### config.mk
export PLATFORM = sky130hd
export DESIGN_NAME = dbm_front
export DESIGN_NICKNAME = d
export VERILOG_FILES = /design/src/dbm_pkg.sv /design/src/dbm_front.sv
export SDC_FILE = /design/constraint.sdc
export NUM_CORES = 1
export LEC_CHECK = 0
export ABC_AREA = 1
export ABC_CLOCK_PERIOD_IN_PS = 3130
export BUFFER_PORTS_ARGS = -buffer_cell sky130_fd_sc_hd__buf_2
export CAP_MARGIN = 20
export CORE_MARGIN = 3
export CORE_UTILIZATION = 23
export DETAILED_ROUTE_END_ITERATION = 16
export PLACE_DENSITY = 0.41
export SLEW_MARGIN = 20
export SYNTH_ARGS = -nofsm -noshare
export SYNTH_HDL_FRONTEND = slang
export SYNTH_SLANG_ARGS = --single-unit
### constraint.sdc
create_clock -name i_clk -period 3.13 [get_ports i_clk]
set_input_delay 0.626 -clock i_clk [delete_from_list [all_inputs] [get_ports i_clk]]
set_output_delay 0.626 -clock i_clk [all_outputs]
set_load 0.01 [all_outputs]
### src/dbm_pkg.sv
// Shared types, constants and the quarter-wave sine table for the DFT bin engine.
// No dependencies; imported by every module of the block.
package dbm_pkg;

    localparam int PTS    = 256;
    localparam int AW     = $clog2(PTS);
    localparam int ACC_W  = 25;
    localparam int RAD_W  = 48;
    localparam int ROOT_STEPS = RAD_W / 2;
    localparam logic [63:0] HALF_PI_Q30 = 64'd1686629713;
    localparam logic [14:0] Q15_ONE = 15'd32767;

    localparam logic REQ_LOAD = 1'b0;
    localparam logic REQ_BIN  = 1'b1;

    typedef struct packed {
        logic              req_type;
        logic [7:0]        sample_index;
        logic signed [15:0] sample_value;
        logic [7:0]        bin_index;
    } t_in_item;

    typedef struct packed {
        logic [7:0]         bin_number;
        logic signed [31:0] real_part;
        logic signed [31:0] imag_part;
        logic [31:0]        magnitude;
    } t_out_item;

    // Finished sums handed from the MAC engine to the root unit
    typedef struct packed {
        logic [7:0]              bin_number;
        logic signed [ACC_W-1:0] re;
        logic signed [ACC_W-1:0] im;
    } t_sums;

    typedef enum logic [1:0] {
        E_IDLE,
        E_RUN,
        E_DRAIN,
        E_HAND
    } t_eng_state;

    typedef enum logic [2:0] {
        S_IDLE,
        S_SQUARE,
        S_SUM,
        S_ITER,
        S_DONE
    } t_root_state;

    typedef logic [14:0] t_tab [PTS];

    // Taylor series of sin through x^13, Q30, each term truncated
    function automatic logic [14:0] quarter_sin(input logic [63:0] r);
        logic [63:0]        x;
        logic [63:0]        x2;
        logic [63:0]        term;
        logic signed [63:0] sum;
        logic [63:0]        rnd;
        x    = (HALF_PI_Q30 * r + 64'(PTS / 2)) >> AW;
        x2   = (x * x) >> 30;
        term = x;
        sum  = $signed(x);
        term = ((term * x2) >> 30) / 64'd6;   sum = sum - $signed(term);
        term = ((term * x2) >> 30) / 64'd20;  sum = sum + $signed(term);
        term = ((term * x2) >> 30) / 64'd42;  sum = sum - $signed(term);
        term = ((term * x2) >> 30) / 64'd72;  sum = sum + $signed(term);
        term = ((term * x2) >> 30) / 64'd110; sum = sum - $signed(term);
        term = ((term * x2) >> 30) / 64'd156; sum = sum + $signed(term);
        if (sum < 0) begin
            sum = 64'sd0;
        end
        rnd = (64'(sum) + 64'd16384) >> 15;
        if (rnd > 64'(Q15_ONE)) begin
            rnd = 64'(Q15_ONE);
        end
        return rnd[14:0];
    endfunction

    function automatic t_tab build_tab();
        t_tab tab;
        for (int i = 0; i < PTS; i++) begin
            tab[i] = (i == 0) ? 15'd0 : quarter_sin(64'(i));
        end
        return tab;
    endfunction

    localparam t_tab SIN_TAB = build_tab();

endpackage

### src/dbm_front.sv
// Front end: takes input transactions into a two-entry queue for the engine.
// Depends on dbm_pkg.
module dbm_front (
    input  logic             i_clk,
    input  logic             i_rst_n,
    input  logic             i_in_valid,
    output logic             o_in_stall,
    input  dbm_pkg::t_in_item i_in,
    output logic             o_q_valid,
    output dbm_pkg::t_in_item o_q_item,
    input  logic             i_q_pop
);
    import dbm_pkg::*;

    t_in_item   r_buf [2];
    logic       r_wp;
    logic       r_rp;
    logic [1:0] r_cnt;
    logic       push;

    assign o_in_stall = (r_cnt == 2'd2);
    assign push       = i_in_valid && !o_in_stall;
    assign o_q_valid  = (r_cnt != 2'd0);
    assign o_q_item   = r_buf[r_rp];

    // Store the incoming transaction
    always_ff @(posedge i_clk) begin
        if (push) begin
            r_buf[r_wp] <= i_in;
        end
    end

    // Advance the pointers and the fill count
    always_ff @(posedge i_clk) begin
        if (!i_rst_n) begin
            r_wp  <= 1'b0;
            r_rp  <= 1'b0;
            r_cnt <= 2'd0;
        end else begin
            if (push) begin
                r_wp <= ~r_wp;
            end
            if (i_q_pop) begin
                r_rp <= ~r_rp;
            end
            r_cnt <= r_cnt + 2'(push) - 2'(i_q_pop);
        end
    end

endmodule

==> qor.csv <==
stage,metric,value,unit
die,die_w,115.7,um
clocking,hold_buffers,0,
synth,synth_top_cell_area_share,0.7158,
die,die_area,13390,um2
route,routedWlPerCell,13.75,um
layout,fillers,1172,
synth,syn_inst,137,
die,fp.dieH,115.7,um
layout,final_common_cell,buf_2,
route,first_iter_violations,57,
clocking,clk_path_buf_depth,2,
clocking,cts_root_buf,clkbuf_16,
sta,rsz0062_at_grt,false,
outcome,status,"finished, final reports clean",
layout,final_cell_mix,"buf_2 (71), edfxtp_1 (66), mux2_4 (30), nand2_1 (10), clkbuf_16 (9)",
critical_path,crit_chain,buf_4 -> mux2_4 -> buf_2,
clocking,cts_made_buffers,9,
placed_design,hpwl,3324,um
power,power_density,682.5,nW/um2
die,start_util,0.2384,
global_routing,first_global_vias,1472,
synth,synth_nets,176,
route,wl,5045,um
route,ant_nets,0,
synth,ys_warn_count,0,
placed_design,gp_congestion,0.6388,
flow_run,drv_cap,0,
sta,setup_violations,0,
synth,yosysSeqAreaShare,0.7519,
sta,finClkSkew,2.681,ps
critical_path,cp-end-kind,output pin,
global_routing,grt_start_max_net_pins,34,
synth,syn_area,2769,um2
route,first_pass_iters,3,
clocking,clk_pin_slew,50,ps
global_routing,antenna_found_initial,0,
synth,yosysTopAreaCell,edfxtp_1,
synth,synth_cell_type_count,12,
global_routing,grt_usage,0.08207,
sta,hold_slack,487.4,ps
layout,area_delta_synth_final,28.33,%
critical_path,crit_type,reg2out,
power,vdd_drop_max,184.8,uV
placed_design,port_buffers,71,
die,ioPinCount,72,
sta,slew_viol_final,0,
synth,synth-seq-cells,71,
sta,timing.final.crit_period,2418,ps
clocking,clk_latency,320,ps
power,p_leak,1.433,nW
critical_path,critPathRequiredTime,2500,ps
global_routing,grt_overflow_total,0,
clocking,cts_setup_buffers,0,
synth,avgSynthCellArea,20.21,um2
power,finalPower,2.425,mW
clocking,clock-sinks,71,
critical_path,startpoint_type,register,
sta,hold_violations,0,
critical_path,reg2reg_from,r_cnt[0],
critical_path,cpPeakStageDelay,690,ps
die,num_rows,39,
clocking,cts_tree,built,
clocking,htree_levels,3,
sta,max-slew-margin-rel,0.6195,
route,vias,1398,
sta,fin_setup_tns,0,ps
route,drc,0,
layout,nNetsFinal,258,
sta,fin_crit_sh,0.7724,
die,core,11610,um2
synth,synthTopCellsByArea,"edfxtp_1 (72%), mux2_4 (16%), dfxtp_1 (3.6%)",
critical_path,cp.arrival,1790,ps
critical_path,crit_slowest_cell,dfxtp_2,
layout,diodes,0,
sta,worstMarginPinSlew,570.7,ps
layout,final_layout_size_suffix_gt1_frac,0.5446,
global_routing,grt_pass1_wl,7803,um
worst_hold_path,hp-class,in2reg,
clocking,ctsResizeCount,0,
critical_path,path_max_fanout,18,
worst_hold_path,min_from,i_in[12],
route,vias_per_cell,3.809,
sta,timing.fmax,0.4136,GHz
[kinds of logic (layout without fill, tap and decap cells)]
family                   Yosys count  count (layout)  share of synthesized area
flip-flops                        71              71                     0.7519
multiplexers                      33              33                     0.1749
buffers and inverters             11              98                    0.03525
adder cells (fa/ha/maj)            2               2                   0.009036
AO/OA/AOI/OAI                      2               2                   0.003615
AND/OR/NAND/NOR                   18              18                    0.02531
[routing by layer]
| layer | vias to the layer above | share of wire | global-route usage | wire (um) |
|---|---|---|---|---|
| li1 | 679 | - | - | - |
| met1 | 668 | 0.42 | 0.09169 | 2118 |
| met2 | 43 | 0.48 | 0.1265 | 2442 |
| met3 | 8 | 0.067 | 0.03603 | 336 |
| met4 | 0 | 0.029 | 0.05568 | 148 |
| met5 | - | 0 | 0 | 0 |
[path summary, 6_finish.rpt]
kind | end | slack, ps | cells past startpoint
setup / recovery | o_q_item[28] | 710 | 3
hold / removal | r_buf[0][12] | 490 | 1
setup reg to reg | r_cnt[1] | 1620 | 10
hold reg to reg | register | 500 | 2
[through the flow]
step                      instance area [um2]  std cells  worst slack (ps)  utilization
after detailed placement                 3271        351             974.5       0.2816
after floorplan                          2769        137             617.8            -
after CTS                                3553        367             616.3       0.3060
after global routing                     3553        367             583.9       0.3060
after global placement                   3271        351             985.5       0.2816
final                                    3553        367             712.3       0.3060
[sequential cells by signal, indices dropped and copies added, names as in the netlist, named ones only]
signal,flops
r_buf,66
r_rp,1
r_cnt,2
r_wp,1
[synthesized netlist by cell type (all sizes together)]
| master | count |
|---|---|
| edfxtp | 66 |
| mux2 | 33 |
| nand2 | 10 |
| inv | 7 |
| nor2 | 6 |
| dfxtp | 5 |
| buf | 4 |
| a21oi | 2 |
| ha | 2 |
| nand3 | 2 |
[where the power goes]
group | internal (mW) | switching [mW] | leakage (nW) | total (mW)
sequential | 1.13 | 0.0301 | 0.657 | 1.16
combinational | 0.147 | 0.150 | 0.642 | 0.297
clock | 0.613 | 0.351 | 0.134 | 0.964
[cell type report]
cell class	count	area [um2]	share of cell area
multi-input cells	55	596.8	0.1680
clock inverters	4	46.29	0.01303
inverters	7	26.28	0.007394
well taps	143	178.9	0.05035
repair buffers	75	385.4	0.1085
flip-flops and latches	71	2083	0.5863
clock buffers	12	236.5	0.06655
[critical path, delay by kind of cell, from the launching register on]
kind / cells / cell delay (ps)
buf+inv: 2 / 450
flops: 1 / 690
mux: 1 / 310
(Power assumes the default switching activity.)
