`config.mk`:
```
export PLATFORM = sky130hd
export DESIGN_NAME = dbm_root
export DESIGN_NICKNAME = d
export VERILOG_FILES = /design/src/dbm_pkg.sv /design/src/dbm_root.sv
export SDC_FILE = /design/constraint.sdc
export NUM_CORES = 2
export LEC_CHECK = 0
export ABC_AREA = 1
export BUFFER_PORTS_ARGS = -buffer_cell sky130_fd_sc_hd__buf_2
export CAP_MARGIN = 20
export CORE_ASPECT_RATIO = 0.75
export CORE_UTILIZATION = 62
export DETAILED_ROUTE_END_ITERATION = 12
export PLACE_DENSITY = 0.79
export SLEW_MARGIN = 10
export SYNTH_ARGS = -nofsm -noshare
export SYNTH_HDL_FRONTEND = slang
export SYNTH_SLANG_ARGS = --single-unit
```
`constraint.sdc`:
```
create_clock -name i_clk -period 19.29 [get_ports i_clk]
set_clock_uncertainty 0.1 [all_clocks]
set_input_delay 4.8225 -clock i_clk [delete_from_list [all_inputs] [get_ports i_clk]]
set_output_delay 4.8225 -clock i_clk [all_outputs]
set_load 0.02 [all_outputs]
```
`src/dbm_pkg.sv`:
```
// Shared types, constants and the quarter-wave sine table for the DFT bin engine.
// No dependencies; imported by every module of the block.
package dbm_pkg;

    localparam int PTS    = 256;
    localparam int AW     = $clog2(PTS);
    localparam int ACC_W  = 25;
    localparam int RAD_W  = 48;
    localparam int ROOT_STEPS = RAD_W / 2;
    localparam logic [63:0] HALF_PI_Q30 = 64'd1686629713;
    localparam logic [14:0] Q15_ONE = 15'd32767;

    localparam logic REQ_LOAD = 1'b0;
    localparam logic REQ_BIN  = 1'b1;

    typedef struct packed {
        logic              req_type;
        logic [7:0]        sample_index;
        logic signed [15:0] sample_value;
        logic [7:0]        bin_index;
    } t_in_item;

    typedef struct packed {
        logic [7:0]         bin_number;
        logic signed [31:0] real_part;
        logic signed [31:0] imag_part;
        logic [31:0]        magnitude;
    } t_out_item;

    // Finished sums handed from the MAC engine to the root unit
    typedef struct packed {
        logic [7:0]              bin_number;
        logic signed [ACC_W-1:0] re;
        logic signed [ACC_W-1:0] im;
    } t_sums;

    typedef enum logic [1:0] {
        E_IDLE,
        E_RUN,
        E_DRAIN,
        E_HAND
    } t_eng_state;

    typedef enum logic [2:0] {
        S_IDLE,
        S_SQUARE,
        S_SUM,
        S_ITER,
        S_DONE
    } t_root_state;

    typedef logic [14:0] t_tab [PTS];

    // Taylor series of sin through x^13, Q30, each term truncated
    function automatic logic [14:0] quarter_sin(input logic [63:0] r);
        logic [63:0]        x;
        logic [63:0]        x2;
        logic [63:0]        term;
        logic signed [63:0] sum;
        logic [63:0]        rnd;
        x    = (HALF_PI_Q30 * r + 64'(PTS / 2)) >> AW;
        x2   = (x * x) >> 30;
        term = x;
        sum  = $signed(x);
        term = ((term * x2) >> 30) / 64'd6;   sum = sum - $signed(term);
        term = ((term * x2) >> 30) / 64'd20;  sum = sum + $signed(term);
        term = ((term * x2) >> 30) / 64'd42;  sum = sum - $signed(term);
        term = ((term * x2) >> 30) / 64'd72;  sum = sum + $signed(term);
        term = ((term * x2) >> 30) / 64'd110; sum = sum - $signed(term);
        term = ((term * x2) >> 30) / 64'd156; sum = sum + $signed(term);
        if (sum < 0) begin
            sum = 64'sd0;
        end
        rnd = (64'(sum) + 64'd16384) >> 15;
        if (rnd > 64'(Q15_ONE)) begin
            rnd = 64'(Q15_ONE);
        end
        return rnd[14:0];
    endfunction

    function automatic t_tab build_tab();
        t_tab tab;
        for (int i = 0; i < PTS; i++) begin
            tab[i] = (i == 0) ? 15'd0 : quarter_sin(64'(i));
        end
        return tab;
    endfunction

    localparam t_tab SIN_TAB = build_tab();

endpackage

```
`src/dbm_root.sv`:
```
// Magnitude unit: squares the sums, takes the integer root a bit per cycle,
// and holds the result transaction. Depends on dbm_pkg.
module dbm_root (
    input  logic              i_clk,
    input  logic              i_rst_n,
    input  logic              i_sums_valid,
    input  dbm_pkg::t_sums    i_sums,
    output logic              o_sums_ready,
    output logic              o_out_valid,
    input  logic              i_out_stall,
    output dbm_pkg::t_out_item o_out
);
    import dbm_pkg::*;

    t_root_state r_state;
    t_root_state n_state;
    t_sums       r_sums;
    logic [RAD_W-1:0] r_sq_re;
    logic [RAD_W-1:0] r_sq_im;
    logic [RAD_W-1:0] r_rem;
    logic [RAD_W-1:0] r_res;
    logic [RAD_W-1:0] r_bit;
    logic [$clog2(ROOT_STEPS)-1:0] r_step;
    logic             r_out_valid;
    t_out_item        r_out;
    logic             load_out;
    logic [RAD_W-1:0] trial;
    logic signed [2*ACC_W-1:0] sq_re;
    logic signed [2*ACC_W-1:0] sq_im;

    assign trial = r_res + r_bit;
    assign sq_re = r_sums.re * r_sums.re;
    assign sq_im = r_sums.im * r_sums.im;

    // Next state and hand-off to the output register
    always_comb begin
        n_state      = r_state;
        o_sums_ready = 1'b0;
        load_out     = 1'b0;
        case (r_state)
            S_IDLE: begin
                o_sums_ready = 1'b1;
                if (i_sums_valid) begin
                    n_state = S_SQUARE;
                end
            end
            S_SQUARE: n_state = S_SUM;
            S_SUM:    n_state = S_ITER;
            S_ITER: begin
                if (r_step == $bits(r_step)'(ROOT_STEPS - 1)) begin
                    n_state = S_DONE;
                end
            end
            S_DONE: begin
                if (!r_out_valid || !i_out_stall) begin
                    load_out = 1'b1;
                    n_state  = S_IDLE;
                end
            end
            default: n_state = S_IDLE;
        endcase
    end

    always_ff @(posedge i_clk) begin
        if (!i_rst_n) begin
            r_state     <= S_IDLE;
            r_out_valid <= 1'b0;
        end else begin
            r_state <= n_state;
            if (load_out) begin
                r_out_valid <= 1'b1;
            end else if (!i_out_stall) begin
                r_out_valid <= 1'b0;
            end
        end
    end

    // Squares, radicand and the restoring root iterations
    always_ff @(posedge i_clk) begin
        if (r_state == S_IDLE && i_sums_valid) begin
            r_sums <= i_sums;
        end
        r_sq_re <= sq_re[RAD_W-1:0];
        r_sq_im <= sq_im[RAD_W-1:0];
        if (r_state == S_SUM) begin
            r_rem  <= r_sq_re + r_sq_im;
            r_res  <= '0;
            r_bit  <= RAD_W'(1) << (RAD_W - 2);
            r_step <= '0;
        end else if (r_state == S_ITER) begin
            if (r_rem >= trial) begin
                r_rem <= r_rem - trial;
                r_res <= (r_res >> 1) + r_bit;
            end else begin
                r_res <= r_res >> 1;
            end
            r_bit  <= r_bit >> 2;
            r_step <= r_step + 1'b1;
        end
        if (load_out) begin
            r_out.bin_number <= r_sums.bin_number;
            r_out.real_part  <= 32'(r_sums.re);
            r_out.imag_part  <= 32'(r_sums.im);
            r_out.magnitude  <= r_res[31:0];
        end
    end

    assign o_out_valid = r_out_valid;
    assign o_out       = r_out;

endmodule

```
==> qor.json <==
{
  "status": {
    "outcome": "finished clean"
  },
  "flow_run": {
    "timing.max_cap.violations": 0
  },
  "logic_synthesis": {
    "yosysTopAreaCellShare": 0.3568,
    "synth_enable_flop_cells": 196,
    "top_reg_cell_synth": "sky130_fd_sc_hd__edfxtp_1",
    "synthSimpleGateAreaFrac": 0.1883,
    "synth_top_family_by_area": "adder cells",
    "synth_fp_nets": 10210,
    "synth_xor_area_frac": 0.02731,
    "synth_area_leader_cell": "sky130_fd_sc_hd__fa_1",
    "yosys.area_share.adder": 0.4386,
    "ys_seq_area_frac": 0.1414,
    "synth.ff_latch_count": 371,
    "yosysWarnings": 0,
    "largest_cells_by_area_after_synthesis": "sky130_fd_sc_hd__fa_1 36%, sky130_fd_sc_hd__inv_1 13%, sky130_fd_sc_hd__nand2_1 11%",
    "post_synth_mux_area_share": 0.0001696,
    "synth.distinct_cells": 51,
    "netlist_area_before_placement_um2": 66380,
    "avg_cell_area_syn_um2": 7.778,
    "synth_async_sr_flop_share": 0,
    "post-synth-top-count-cell": "sky130_fd_sc_hd__inv_1",
    "synth_compound_area_frac": 0.06168,
    "post_synth_most_frequent_cells": "2265 x sky130_fd_sc_hd__inv_1, 1966 x sky130_fd_sc_hd__nand2_1, 1183 x sky130_fd_sc_hd__fa_1",
    "synthesis.instances": 8534
  },
  "critical_path": {
    "timing.setup.critical_path_class": "reg2reg",
    "setup.worst_path.start_class": "flip-flop",
    "crit_top_cell": "sky130_fd_sc_hd__inv_1",
    "crit_path_capture_type": "flip-flop",
    "ff_to_ff_path_depth": 25,
    "critical_path_required_ns": 19.74,
    "timing.critical_path.slowest_cell_delay_ns": 1.00,
    "critical_path.slowest_cell": "sky130_fd_sc_hd__edfxtp_1",
    "signal_arrival_time_at_the_worst_endpoint_ns": 8.25,
    "critical_path.max_fanout": 20
  },
  "global_routing": {
    "grt_pass1_vias": 56290,
    "grt_overflow_total": 0,
    "grt_util_all_layers": 0.3714,
    "grt_pass1_wl_mm": 312.5,
    "grt_antenna_before_repair": 0,
    "pin_count_of_the_biggest_net_entering_global_routing": 64
  },
  "hold_path": {
    "timing.hold.worst.class": "reg2reg",
    "min_path_cells": 0
  },
  "timing": {
    "totalNegativeSetupSlack_ns": 0,
    "period_utilisation_layout": 0.4044,
    "tightestPinTransition_ns": 1.083,
    "timing_max_transition_violations_final": 0,
    "max_clock_freq_mhz": 128.2,
    "hold_viol_final": 0,
    "timing.slew.headroom": 0.2764,
    "setup_viol": 0,
    "fin_crit_ns": 7.801,
    "setup_repair_after_global_routing_missed_its_margin": "no",
    "holdWs_ns": 0.3197
  },
  "route": {
    "finalWirelength_mm": 197.7,
    "drcViolationCount": 0,
    "viasPerCell": 5.484,
    "vias": 55050,
    "drt_iter0_markers": 5877,
    "post_dr_wirelength_cell_um": 19.70,
    "detail_route.first_pass.iterations": 5,
    "drtAntennaViolNets": 0
  },
  "die": {
    "core_region_area_um2": 105700,
    "floorplan.initialDensity": 0.6281,
    "floorplan.rows": 103,
    "dieArea_um2": 108400,
    "dieHeight_um": 285.4,
    "io-pin-count": 168,
    "fp.dieW_um": 379.8
  },
  "clocking": {
    "cts_tree": "done",
    "clockBufferDepth": 3,
    "cts_resized": 0,
    "total_clock_buffers_created_by_cts": 45,
    "clock_tree.root_cell": "sky130_fd_sc_hd__clkbuf_16",
    "cts.htree.levels": 2,
    "sinks_on_the_clock_net": 371,
    "clk_pin_slew_worst_paths_ns": 0.07,
    "postCtsHoldBufs": 0,
    "clkLatencyLatePin_ns": 0.66,
    "post-cts-setup-buffers": 0
  },
  "place": {
    "finalWeightedCongestion": 1.023,
    "count_of_buffers_from_port_buffering": 167,
    "detailed_place_hpwl_mm": 166.5
  },
  "finish": {
    "diodes": 0,
    "drive_above_1_share": 0.04083,
    "final_util": 0.6639,
    "area_growth_pct": 5.687,
    "final_layout_net_count": 10260
  }
}
## flip-flops by register name (all words and copies together) (netlist names)
signal       flops
r_sums          58
o_out_valid      1
r_res           48
o_out           90
r_sq_re         47
r_step           5
r_sq_im         47
r_state          3
r_bit           24
r_rem           48
## per-layer routing
metal | part of all wire | routed length (um) | global-route usage | vias to the layer above
met4 | 0.024 | 4648 | 0.08911 | 0
li1 | - | - | - | 25460
met5 | 0 | 0 | 0 | -
met1 | 0.44 | 87480 | 0.5584 | 26590
met2 | 0.42 | 82870 | 0.5434 | 2715
met3 | 0.11 | 22730 | 0.08705 | 289
## per-stage QoR
step | area (um2) | setup slack (ns) | std cells
after floorplan | 66380 | 9.836 | 8534
after global placement | 68560 | 11.87 | 9955
after detailed placement | 68560 | 11.78 | 9955
after CTS | 70150 | 11.73 | 10040
after global routing | 70150 | 11.15 | 10040
final | 70150 | 11.49 | 10040
## kinds of logic (layout without fill, tap and decap cells)
group                      count (synthesis)  count (layout)
AOI/OAI and AO/OA                        763             763
xor gates and xnor gates                 207             207
adders and majority gates               1617            1617
buffers and inverters                   2495            2583
DFF                                      371             371
muxes                                      1               1
and+or+nand+nor                         3080            3080
## cells in the final DEF (no fill, tap or decap), types with 62 or more instances in the layout
cell                       instances
sky130_fd_sc_hd__nand4_1          85
sky130_fd_sc_hd__nand2_1        1965
sky130_fd_sc_hd__inv_1          2264
sky130_fd_sc_hd__xnor2_1          88
sky130_fd_sc_hd__buf_4            62
sky130_fd_sc_hd__nor2_1          579
sky130_fd_sc_hd__fa_1           1183
sky130_fd_sc_hd__a21oi_1         347
sky130_fd_sc_hd__dfxtp_1         175
sky130_fd_sc_hd__edfxtp_1        196
sky130_fd_sc_hd__xor2_1          119
sky130_fd_sc_hd__ha_1            434
sky130_fd_sc_hd__o21ai_0         287
sky130_fd_sc_hd__nand3_1         322
sky130_fd_sc_hd__buf_2           167
## layout make-up
| type | instances | area, um2 |
|---|---|---|
| well taps | 1417 | 1773 |
| fillers | 8967 | 35520 |
| clock inverters | 24 | 287.8 |
| flip-flops and latches | 371 | 9389 |
| multi-input cells | 5668 | 47570 |
| repair buffers | 229 | 1301 |
| inverters | 2270 | 8522 |
| clock buffers | 60 | 1310 |
## critical path, delay by kind of cell (launching register included)
family                     cells  cell delay, ns
adders and majority gates      8            4.01
and+or+nand+nor                7            1.77
DFF                            1            1.00
buffers and inverters          9            0.64
xor gates and xnor gates       1            0.16
## final timing paths
| path | startpoint | endpoint | slack (ns) |
|---|---|---|---|
| setup / recovery | r_sums[29] | r_sq_re[38] | 11.49 |
| hold / removal | r_sums[50] | o_out[96] | 0.32 |
| setup reg to reg | r_sums[29] | r_sq_re[38] | 11.49 |
| hold reg to reg | r_sums[50] | o_out[96] | 0.32 |
Power is left out: the tool's default activity adds up to more than one toggle a clock period on the data nets, which glitch-free logic cannot reach.
